===== config.mk =====
export PLATFORM = sky130hd
export DESIGN_NAME = timed_eject_scheduler_core
export DESIGN_NICKNAME = d
export VERILOG_FILES = /design/src/tes_pkg.sv /design/src/timed_eject_scheduler_core.sv
export SDC_FILE = /design/constraint.sdc
export NUM_CORES = 1
export LEC_CHECK = 0
export BUFFER_PORTS_ARGS = -buffer_cell sky130_fd_sc_hd__buf_4
export CORE_MARGIN = 4
export CORE_UTILIZATION = 40
export DETAILED_ROUTE_END_ITERATION = 12
export GPL_ROUTABILITY_DRIVEN = 0
export PLACE_DENSITY = 0.56
export SLEW_MARGIN = 20
export SYNTH_ARGS = -nofsm -noshare
export SYNTH_HDL_FRONTEND = slang
export SYNTH_SLANG_ARGS = --single-unit

===== constraint.sdc =====
create_clock -name clk -period 10.85 [get_ports clk]
set_input_delay 1.085 -clock clk [delete_from_list [all_inputs] [get_ports clk]]
set_output_delay 1.085 -clock clk [all_outputs]
set_load 0.01 [all_outputs]

===== src/tes_pkg.sv =====
package tes_pkg;

	// Ring table geometry.
	localparam int TABLE_DEPTH = 16;
	localparam int IDX_W       = $clog2(TABLE_DEPTH);

	// Field widths.
	localparam int TIME_W  = 32;
	localparam int DELAY_W = 31;
	localparam int CODE_W  = 8;
	localparam int TDATA_W = 16;
	localparam int CFG_IDX_W = 2;

	// Code that means "no target".
	localparam logic [CODE_W-1:0] NO_TARGET = 8'hFF;

	// Register reset values.
	localparam logic [DELAY_W-1:0] DELAY_A_RST = 31'd1200;
	localparam logic [DELAY_W-1:0] DELAY_B_RST = 31'd200;
	localparam logic [CODE_W-1:0]  CODE_A_RST  = 8'h31;
	localparam logic [CODE_W-1:0]  CODE_B_RST  = 8'h32;

	// Configuration register indexes.
	localparam logic [CFG_IDX_W-1:0] REG_DELAY_A = 2'd0;
	localparam logic [CFG_IDX_W-1:0] REG_DELAY_B = 2'd1;
	localparam logic [CFG_IDX_W-1:0] REG_CODE_A  = 2'd2;
	localparam logic [CFG_IDX_W-1:0] REG_CODE_B  = 2'd3;

	// Ejector routing of one table entry.
	typedef enum logic [1:0] {
		SEL_NONE = 2'd0,
		SEL_A    = 2'd1,
		SEL_B    = 2'd2
	} sel_t;

endpackage


===== src/timed_eject_scheduler_core.sv =====
// Timed eject scheduler for a sorting conveyor. Each item on the s_ stream
// is one tick: the block advances its 32-bit time counter, then, when
// system_enable is set, walks the 16-entry ring table one entry per cycle
// through a single shared subtractor, firing every pending entry whose due
// time has been reached (signed 32-bit difference, safe across wrap). A final
// insert cycle stores a detection, if any, at the write pointer, due at
// time plus delay_a or delay_b, and loads the result item into the output
// register. An enabled tick goes through the scan of all 16 entries and then
// the insert cycle; a disabled tick skips the walk and goes straight to the
// insert cycle. The insert cycle stretches for as long as an earlier result
// item still waits for m_tready. The block holds one tick at a time; s_tready
// returns high once the result is in the output register, even while that
// result still waits for m_tready. The table is empty after reset with no
// clearing pass. Configuration writes are always accepted on the cfg port.
module timed_eject_scheduler_core (
	input  logic                            clk,
	input  logic                            arst_n,
	// Tick input.
	input  logic                            s_tvalid,
	output logic                            s_tready,
	// [0] system_enable, [1] detect_valid, [9:2] target_code, rest zero.
	input  logic [tes_pkg::TDATA_W-1:0]     s_tdata,
	// Tick result.
	output logic                            m_tvalid,
	input  logic                            m_tready,
	// [0] fire_a, [1] fire_b, [9:2] last_valid_code, rest zero.
	output logic [tes_pkg::TDATA_W-1:0]     m_tdata,
	// Configuration write channel.
	input  logic                            cfg_valid,
	output logic                            cfg_ready,
	input  logic [tes_pkg::CFG_IDX_W-1:0]   cfg_index,
	input  logic [tes_pkg::DELAY_W-1:0]     cfg_data
);

	typedef enum logic [1:0] {
		ST_IDLE,
		ST_SCAN,
		ST_INSERT
	} state_t;

	state_t state_q;

	// Configuration registers.
	logic [tes_pkg::DELAY_W-1:0] delay_a_q;
	logic [tes_pkg::DELAY_W-1:0] delay_b_q;
	logic [tes_pkg::CODE_W-1:0]  code_a_q;
	logic [tes_pkg::CODE_W-1:0]  code_b_q;

	// Scheduler state.
	logic [tes_pkg::TIME_W-1:0]  time_q;
	logic [tes_pkg::IDX_W-1:0]   wr_idx_q;
	logic [tes_pkg::IDX_W-1:0]   scan_idx_q;
	logic [tes_pkg::CODE_W-1:0]  recent_q;
	logic [tes_pkg::TIME_W-1:0]  due_q  [tes_pkg::TABLE_DEPTH];
	tes_pkg::sel_t               sel_q  [tes_pkg::TABLE_DEPTH];
	logic                        done_q [tes_pkg::TABLE_DEPTH];

	// The tick in progress.
	logic                        en_q;
	logic                        det_q;
	logic [tes_pkg::CODE_W-1:0]  code_q;
	logic                        fa_q;
	logic                        fb_q;

	// Output register.
	logic                        m_valid_q;
	logic [tes_pkg::TDATA_W-1:0] m_data_q;

	logic                        in_acc;
	logic                        cfg_acc;
	logic [tes_pkg::TIME_W-1:0]  diff;
	logic                        hit;
	logic                        out_free;
	logic                        out_load;
	logic                        match_a;
	logic                        match_b;
	logic [tes_pkg::CODE_W-1:0]  recent_nxt;
	logic [tes_pkg::TIME_W-1:0]  due_new;
	tes_pkg::sel_t               sel_new;
	logic [tes_pkg::IDX_W-1:0]   wr_idx_nxt;

	assign s_tready  = (state_q == ST_IDLE);
	assign in_acc    = s_tvalid && s_tready;
	assign cfg_ready = 1'b1;
	assign cfg_acc   = cfg_valid && cfg_ready;
	assign m_tvalid  = m_valid_q;
	assign m_tdata   = m_data_q;
	assign out_free  = !m_valid_q || m_tready;
	// The insert cycle completes and loads the output register.
	assign out_load  = (state_q == ST_INSERT) && out_free;

	// The shared compare unit: an entry is due when time - due is not negative.
	assign diff = time_q - due_q[scan_idx_q];
	assign hit  = !done_q[scan_idx_q] && (sel_q[scan_idx_q] != tes_pkg::SEL_NONE)
		&& !diff[tes_pkg::TIME_W-1];

	// The no-target code never schedules, even if a code register holds it.
	// Ejector A wins when both code registers are equal.
	assign match_a = (code_q != tes_pkg::NO_TARGET) && (code_q == code_a_q);
	assign match_b = (code_q != tes_pkg::NO_TARGET) && (code_q == code_b_q);

	always_comb begin
		if (match_a) begin
			due_new = time_q + {1'b0, delay_a_q};
			sel_new = tes_pkg::SEL_A;
		end else if (match_b) begin
			due_new = time_q + {1'b0, delay_b_q};
			sel_new = tes_pkg::SEL_B;
		end else begin
			due_new = '0;
			sel_new = tes_pkg::SEL_NONE;
		end
	end

	assign recent_nxt = (det_q && (code_q != tes_pkg::NO_TARGET)) ? code_q : recent_q;
	assign wr_idx_nxt = (wr_idx_q == tes_pkg::IDX_W'(tes_pkg::TABLE_DEPTH - 1))
		? '0 : wr_idx_q + 1'b1;

	// Configuration registers.
	always_ff @(posedge clk or negedge arst_n) begin
		if (!arst_n) begin
			delay_a_q <= tes_pkg::DELAY_A_RST;
			delay_b_q <= tes_pkg::DELAY_B_RST;
			code_a_q  <= tes_pkg::CODE_A_RST;
			code_b_q  <= tes_pkg::CODE_B_RST;
		end else if (cfg_acc) begin
			case (cfg_index)
				tes_pkg::REG_DELAY_A: delay_a_q <= cfg_data;
				tes_pkg::REG_DELAY_B: delay_b_q <= cfg_data;
				tes_pkg::REG_CODE_A:  code_a_q  <= cfg_data[tes_pkg::CODE_W-1:0];
				tes_pkg::REG_CODE_B:  code_b_q  <= cfg_data[tes_pkg::CODE_W-1:0];
				default: ;
			endcase
		end
	end

	// Due times need no reset: an entry routed to no ejector never reads its due time.
	always_ff @(posedge clk) begin
		if (state_q == ST_INSERT && out_free && det_q) begin
			due_q[wr_idx_q] <= due_new;
		end
	end

	// Sequencer, table control state and registered outputs.
	always_ff @(posedge clk or negedge arst_n) begin
		if (!arst_n) begin
			state_q    <= ST_IDLE;
			time_q     <= '0;
			wr_idx_q   <= '0;
			scan_idx_q <= '0;
			recent_q   <= tes_pkg::NO_TARGET;
			en_q       <= 1'b0;
			det_q      <= 1'b0;
			code_q     <= '0;
			fa_q       <= 1'b0;
			fb_q       <= 1'b0;
			m_valid_q  <= 1'b0;
			m_data_q   <= '0;
			for (int i = 0; i < tes_pkg::TABLE_DEPTH; i++) begin
				sel_q[i]  <= tes_pkg::SEL_NONE;
				done_q[i] <= 1'b0;
			end
		end else begin
			// The output register is loaded by the insert cycle and emptied
			// when the result item is taken.
			if (out_load) begin
				m_valid_q <= 1'b1;
			end else if (m_valid_q && m_tready) begin
				m_valid_q <= 1'b0;
			end
			case (state_q)
				ST_IDLE: begin
					if (in_acc) begin
						time_q     <= time_q + 1'b1;
						en_q       <= s_tdata[0];
						det_q      <= s_tdata[1];
						code_q     <= s_tdata[tes_pkg::CODE_W+1:2];
						fa_q       <= 1'b0;
						fb_q       <= 1'b0;
						scan_idx_q <= '0;
						state_q    <= s_tdata[0] ? ST_SCAN : ST_INSERT;
					end
				end
				ST_SCAN: begin
					if (hit) begin
						done_q[scan_idx_q] <= 1'b1;
						if (sel_q[scan_idx_q] == tes_pkg::SEL_A) begin
							fa_q <= 1'b1;
						end
						if (sel_q[scan_idx_q] == tes_pkg::SEL_B) begin
							fb_q <= 1'b1;
						end
					end
					if (scan_idx_q == tes_pkg::IDX_W'(tes_pkg::TABLE_DEPTH - 1)) begin
						scan_idx_q <= '0;
						state_q    <= ST_INSERT;
					end else begin
						scan_idx_q <= scan_idx_q + 1'b1;
					end
				end
				ST_INSERT: begin
					// Wait here until the output register can take the result.
					if (out_free) begin
						if (det_q) begin
							done_q[wr_idx_q] <= 1'b0;
							sel_q[wr_idx_q]  <= sel_new;
							wr_idx_q         <= wr_idx_nxt;
						end
						recent_q  <= recent_nxt;
						m_data_q  <= {{(tes_pkg::TDATA_W - tes_pkg::CODE_W - 2){1'b0}},
							recent_nxt, fb_q, fa_q};
						state_q   <= ST_IDLE;
					end
				end
				default: state_q <= ST_IDLE;
			endcase
		end
	end

	// One tick at a time: after acceptance the input side closes.
	assert property (@(posedge clk) disable iff (!arst_n)
		in_acc |=> !s_tready)
		else $error("input accepted while a tick is in progress");

	// Time advances by exactly one per accepted tick.
	assert property (@(posedge clk) disable iff (!arst_n)
		in_acc |=> (time_q == $past(time_q) + 1'b1))
		else $error("time counter did not advance by one");

	// A scan always starts from the first entry.
	assert property (@(posedge clk) disable iff (!arst_n)
		(state_q == ST_IDLE) |-> (scan_idx_q == '0))
		else $error("scan index not parked at zero while idle");

	// A tick with system_enable clear fires nothing.
	assert property (@(posedge clk) disable iff (!arst_n)
		(state_q == ST_INSERT && !en_q) |-> (!fa_q && !fb_q))
		else $error("fire flag raised on a disabled tick");

endmodule


### Word level (Yosys, flattened, before mapping)

Memory sizes are Yosys's and may differ from the RTL's.
Index checks and enable logic that the tools add are counted.

* register bits: 198
* RAM bits: 512
* input port bits: 54
* output and inout port bits: 19
* memories: 1

* add/sub/neg operators: 6
* magnitude comparators: 4
* equal/unequal tests: 19
* mux-type cells: 42
* bitwise logic cells: 5
* reductions and logical operators: 33

Memories
* due_q: depth 16, width 32, read ports 1, clocked after memory_dff 0, write ports 1, line timed_eject_scheduler_core.sv:54 `logic [tes_pkg::TIME_W-1:0] due_q [tes_pkg::TABLE_DEPTH];`

Operators with widths (count)
* adder 32 x 31 -> 32 bit: 2
* two-way mux 32 bit: 2
* two-way mux 16 bit: 3
* adder 32 x 1 -> 32 bit, second input constant: 1
* bitwise mux 32 bit: 1
* case mux 16 bit (2 select lines): 1
* subtractor 32 bit: 1
* two-way mux 2 bit: 9
* bitwise AND 16 bit: 1
* == test 8 bit: 2
* NOT 16 bit: 1
* OR 16 bit: 1
* AND reduction 2 bit: 7
* two-way mux 1 bit: 13
* two-way mux 4 bit: 3
* inequality test 2 bit, second input constant: 6
* AND reduction 4 bit: 3
* logical AND 1 bit: 11
* greater-or-equal comparator 5 bit, second input constant: 2
* less-than comparator 5 x 1 -> 1 bit, second input constant: 2
* NOT 4 -> 5 bit: 2
* adder 4 x 1 -> 4 bit, second input constant: 2
* binary-select mux 2 bit (select 4 bit): 1
* demux 1 bit (select 4 bit): 2
* other kinds (16): 30

### Longest topological paths before layout

* depth after elaboration: 10
* depth in mapped cells: 17
* depth with buffers taken out: 13

### Worst setup path after synthesis

Ideal clock, no wire load.

* kind: register to register
* from: register scan_idx_q[0] (netlist bit)
* to: register done_q[12] (netlist bit)
* arrival time: 4527 ps
* slack: 6201 ps
* cell stages (with the launch flop): 18
* clock period less this slack: 4649 ps
* path through: dfrtp_1 -> buf_6 -> buf_6 -> clkbuf_1 -> buf_1 -> mux4_2 -> mux4_2 -> inv_1 -> ha_1 -> a21o_1 -> a21o_1 -> a21o_1 -> a21oi_1 -> o21ai_0 -> a211oi_1 -> o21ai_1 -> mux2_4 -> a32o_1

* longest elaborated chain between the ends: 9
* elaborated cells between the ends (all ways): 24
* classes of those cells: add/sub: 1; order compare: 2; eq/ne: 1; mux: 10; bitwise: 2; reduce/logical: 7; memory: 1

RTL lines
* start: declaration: line timed_eject_scheduler_core.sv:52 `logic [tes_pkg::IDX_W-1:0] scan_idx_q;`
* start signal: assignment: line timed_eject_scheduler_core.sv:198 `scan_idx_q <= scan_idx_q + 1'b1;`
* parallel branches: the longest is 9 deep, another holds memory read (16 x 32 bit)
* end signal: indexed assignment: line timed_eject_scheduler_core.sv:161 `done_q[i] <= 1'b0;`
* end signal: indexed assignment: line timed_eject_scheduler_core.sv:186 `done_q[scan_idx_q] <= 1'b1;`
* end signal: indexed assignment: line timed_eject_scheduler_core.sv:205 `done_q[wr_idx_q] <= 1'b0;`
* end: declaration: line timed_eject_scheduler_core.sv:56 `logic done_q [tes_pkg::TABLE_DEPTH];`

Several ways; the timed one is not identified. The select of a mux whose other input is x is not followed.
A chain may end at the register's enable or synchronous reset.

### Worst setup path after layout

Ends and elaborated chain as after synthesis.

==> impl_metrics.ini <==
[setup_path]
crit_path_end_kind = flip-flop
slowest_delay_ns = 0.93
start_kind = flip-flop
crit_slowest_cell = dfrtp_4
worstPathMaxFanout = 39
worstSetupStartpoint = scan_idx_q[0]$_DFFE_PN0P_
critPathRequiredTime_ns = 11.36
path_class = flip-flop to flip-flop
worstPathArrival_ns = 5.80
cp_common_cell = a21o_1
crit_chain = buf_4, mux4_2, mux4_2, inv_1, ha_1, a21o_1, a21o_1, a21o_1, a21oi_1, o21ai_0, a211oi_1, o21ai_1, mux2_4, a32o_1
reg2reg_from = scan_idx_q[0]$_DFFE_PN0P_

[clocking]
cts_resized = 0
path_clk_slew_ns = 0.06
clk_path_buf_depth = 3
clock_sinks = 710
cts_buffers = 76
root_buffer = clkbuf_16
clk_latency_ns = 0.63
cts_hold_buf = 0
h-tree-depth = 3
post_cts_buffers = 0
cts_tree = built

[global_routing]
antenna_found_initial = 0
grt_pass1_vias = 18800
grt_max_degree = 93
grt_pass1_wl_mm = 116
grt_remaining_overflow = 0
track_usage_pct = 18.2

[floorplanning]
die_h_um = 290
start_util_pct = 40.3
die_w_um = 290
rows = 103
fp.dieArea_sq_mm = 0.0842
ios = 73
coreArea_sq_mm = 0.0790

[timing]
finalSetupViolCount = 0
fmax_mhz = 189
grt_setup_unrepaired = no
finalMaxSlewViolations = 0
clock_skew_ns = 0.0294
tightest_slew_ns = 0.914
relSlewSlack_pct = 39.0
min_period_ns = 5.29
fin_tns_setup_ns = 0
period_share_pct = 48.7
hold_viol = 0

[synth]
ys_types = 74
synth_top_area_share_pct = 48.3
synth.cell_area_sq_mm = 0.0319
async_flop_share_pct = 27.9
synthTopCellsByArea = edfxtp_1 48%, dfrtp_1 14%, mux4_2 12%
synth_ff_type = edfxtp_1
synth_edf_count = 512
yosys_warnings = 0
syn_inst = 2000
seq_area_frac_synth_pct = 63.9
synth_area_leader_cell = edfxtp_1
synth_area_per_cell_sq_um = 15.9
synth.most_common_cell = edfxtp_1
synth_common_cells = 512 x edfxtp_1, 177 x dfrtp_1, 174 x mux4_2
synth_seq_cells = 710

[layout]
final_layout_size_suffix_gt1_share_pct = 24.7
area_growth_pct = 13.7
antenna_cells = 0
fin_nets = 2267

[placement]
dp_hpwl_mm = 47.0
io_buffers = 59

[routing]
drt-vias-per-instance = 5.61
wl_per_cell_um = 23.8
dr.pass1.iters = 7
drcViolationCount = 0
vias = 18100
drtAntennaViolNets = 0
wirelength_mm = 76.6
drt_iter0_markers = 1412

[job]
cap_violations = 0

[pwr]
power_density_mw_per_mm2 = 210
p_total_mw = 7.61
ir_drop_v = 0.000118
leakage_nw = 13.6

[status]
status = finished, final reports clean

[worst_hold_path]
hold_class = flip-flop to flip-flop
hold_start = sel_q[26]$_DFFE_PN0P_
[worst paths after layout]
kind	endpoint	slack, ns	cells past startpoint
worst max-delay path	done_q[12]$_DFFE_PN0P_	5.56	14
worst min-delay path	sel_q[26]$_DFFE_PN0P_	0.47	2
worst max register to register	done_q[12]$_DFFE_PN0P_	5.56	14
worst min register to register	sel_q[26]$_DFFE_PN0P_	0.47	2
max in group asynchronous	delay_b_q[23]$_DFFE_PN0P_	8.40	3
min in group asynchronous	wr_idx_q[3]$_DFFE_PN0P_	0.53	1
[cells in the final DEF, fill, tap and decap left out, drive strengths merged, types with 15 or more instances in the layout]
| cell | netlist | final |
|---|---|---|
| nand4 | 20 | 20 |
| nor3 | 15 | 15 |
| nand2b | 15 | 15 |
| o22ai | 21 | 21 |
| dfstp | 21 | 21 |
| a211oi | 16 | 16 |
| mux2 | 84 | 84 |
| ha | 101 | 101 |
| nor2 | 48 | 48 |
| xnor2 | 73 | 73 |
| clkbuf | 52 | 100 |
| and3 | 19 | 19 |
| inv | 67 | 72 |
| edfxtp | 512 | 512 |
| a22o | 16 | 16 |
| a21oi | 56 | 56 |
| nand3 | 32 | 32 |
| xor2 | 22 | 22 |
| o21ai | 82 | 82 |
| a21o | 48 | 48 |
| clkinv | 0 | 27 |
| dfrtp | 177 | 177 |
| mux4 | 174 | 174 |
| nand2 | 153 | 153 |
| buf | 32 | 110 |
[critical path: cells and delay by family, from the launching register on]
kind | cells | cell delay (ns)
compound gates | 8 | 1.59
fa+ha+maj | 1 | 0.25
buf+inv | 2 | 0.82
flops | 1 | 0.93
mux | 3 | 1.50
[routing by layer]
layer | wire length, um | up-vias | global-route usage, %
met3 | 4060 | 111 | 3.09
met5 | 0 | - | 0
met2 | 37800 | 445 | 30.7
met4 | 1460 | 0 | 4.67
li1 | - | 8067 | -
met1 | 33200 | 9442 | 24.6
[layout make-up]
cell class	count	area, sq um
fill	6789	42800
sequential	710	20400
multi-input combinational	1144	11000
clock buffer	99	2130
tap	1050	1310
timing repair buffer	111	840
clock inverter	39	358
inverter	67	251
[sequential cells by signal, summed over array words and instances, names as in the netlist]
register,flops
recent_q,8
scan_idx_q,4
state_q,2
delay_a_q,31
time_q,32
det_q,1
code_b_q,8
due_q,512
code_q,8
done_q,16
sel_q,32
fa_q,1
code_a_q,8
m_tvalid,1
m_tdata,10
fb_q,1
wr_idx_q,4
delay_b_q,31
[metrics by stage]
stage	util, %	hold slack [ns]	cells	setup WS [ns]	area, sq um
6_report	45.9	0.473	3220	5.56	36200
5_1_grt	45.9	0.508	3220	5.21	36200
4_1_cts	45.8	0.480	3220	5.40	36200
3_5_place_dp	42.6	0.465	3082	5.42	33700
3_3_place_gp	42.6	0.457	3081	5.35	33700
2_1_floorplan	-	0.439	2005	6.20	31900
[where the power goes]
group	switching [mW]	internal, mW	total (mW)
combinational	0.888	0.834	1.72
clock	1.06	1.51	2.58
sequential	0.201	3.11	3.31
total	2.15	5.46	7.61
[cells by family (layout without fill, tap and decap cells)]
| kind of cell | after synthesis | in the layout | share of synthesized area (%) |
|---|---|---|---|
| XOR/XNOR | 95 | 95 | 2.61 |
| buffers and inverters | 151 | 316 | 1.96 |
| other | 2 | 7 | 0.0236 |
| multiplexers | 263 | 263 | 15.4 |
| AND/OR/NAND/NOR | 350 | 350 | 5.25 |
| flip-flops | 710 | 710 | 63.9 |
| adder cells (fa/ha/maj) | 103 | 103 | 4.09 |
| AO/OA/AOI/OAI | 326 | 326 | 6.72 |
No activity file was read; power rests on OpenSTA's default activity.
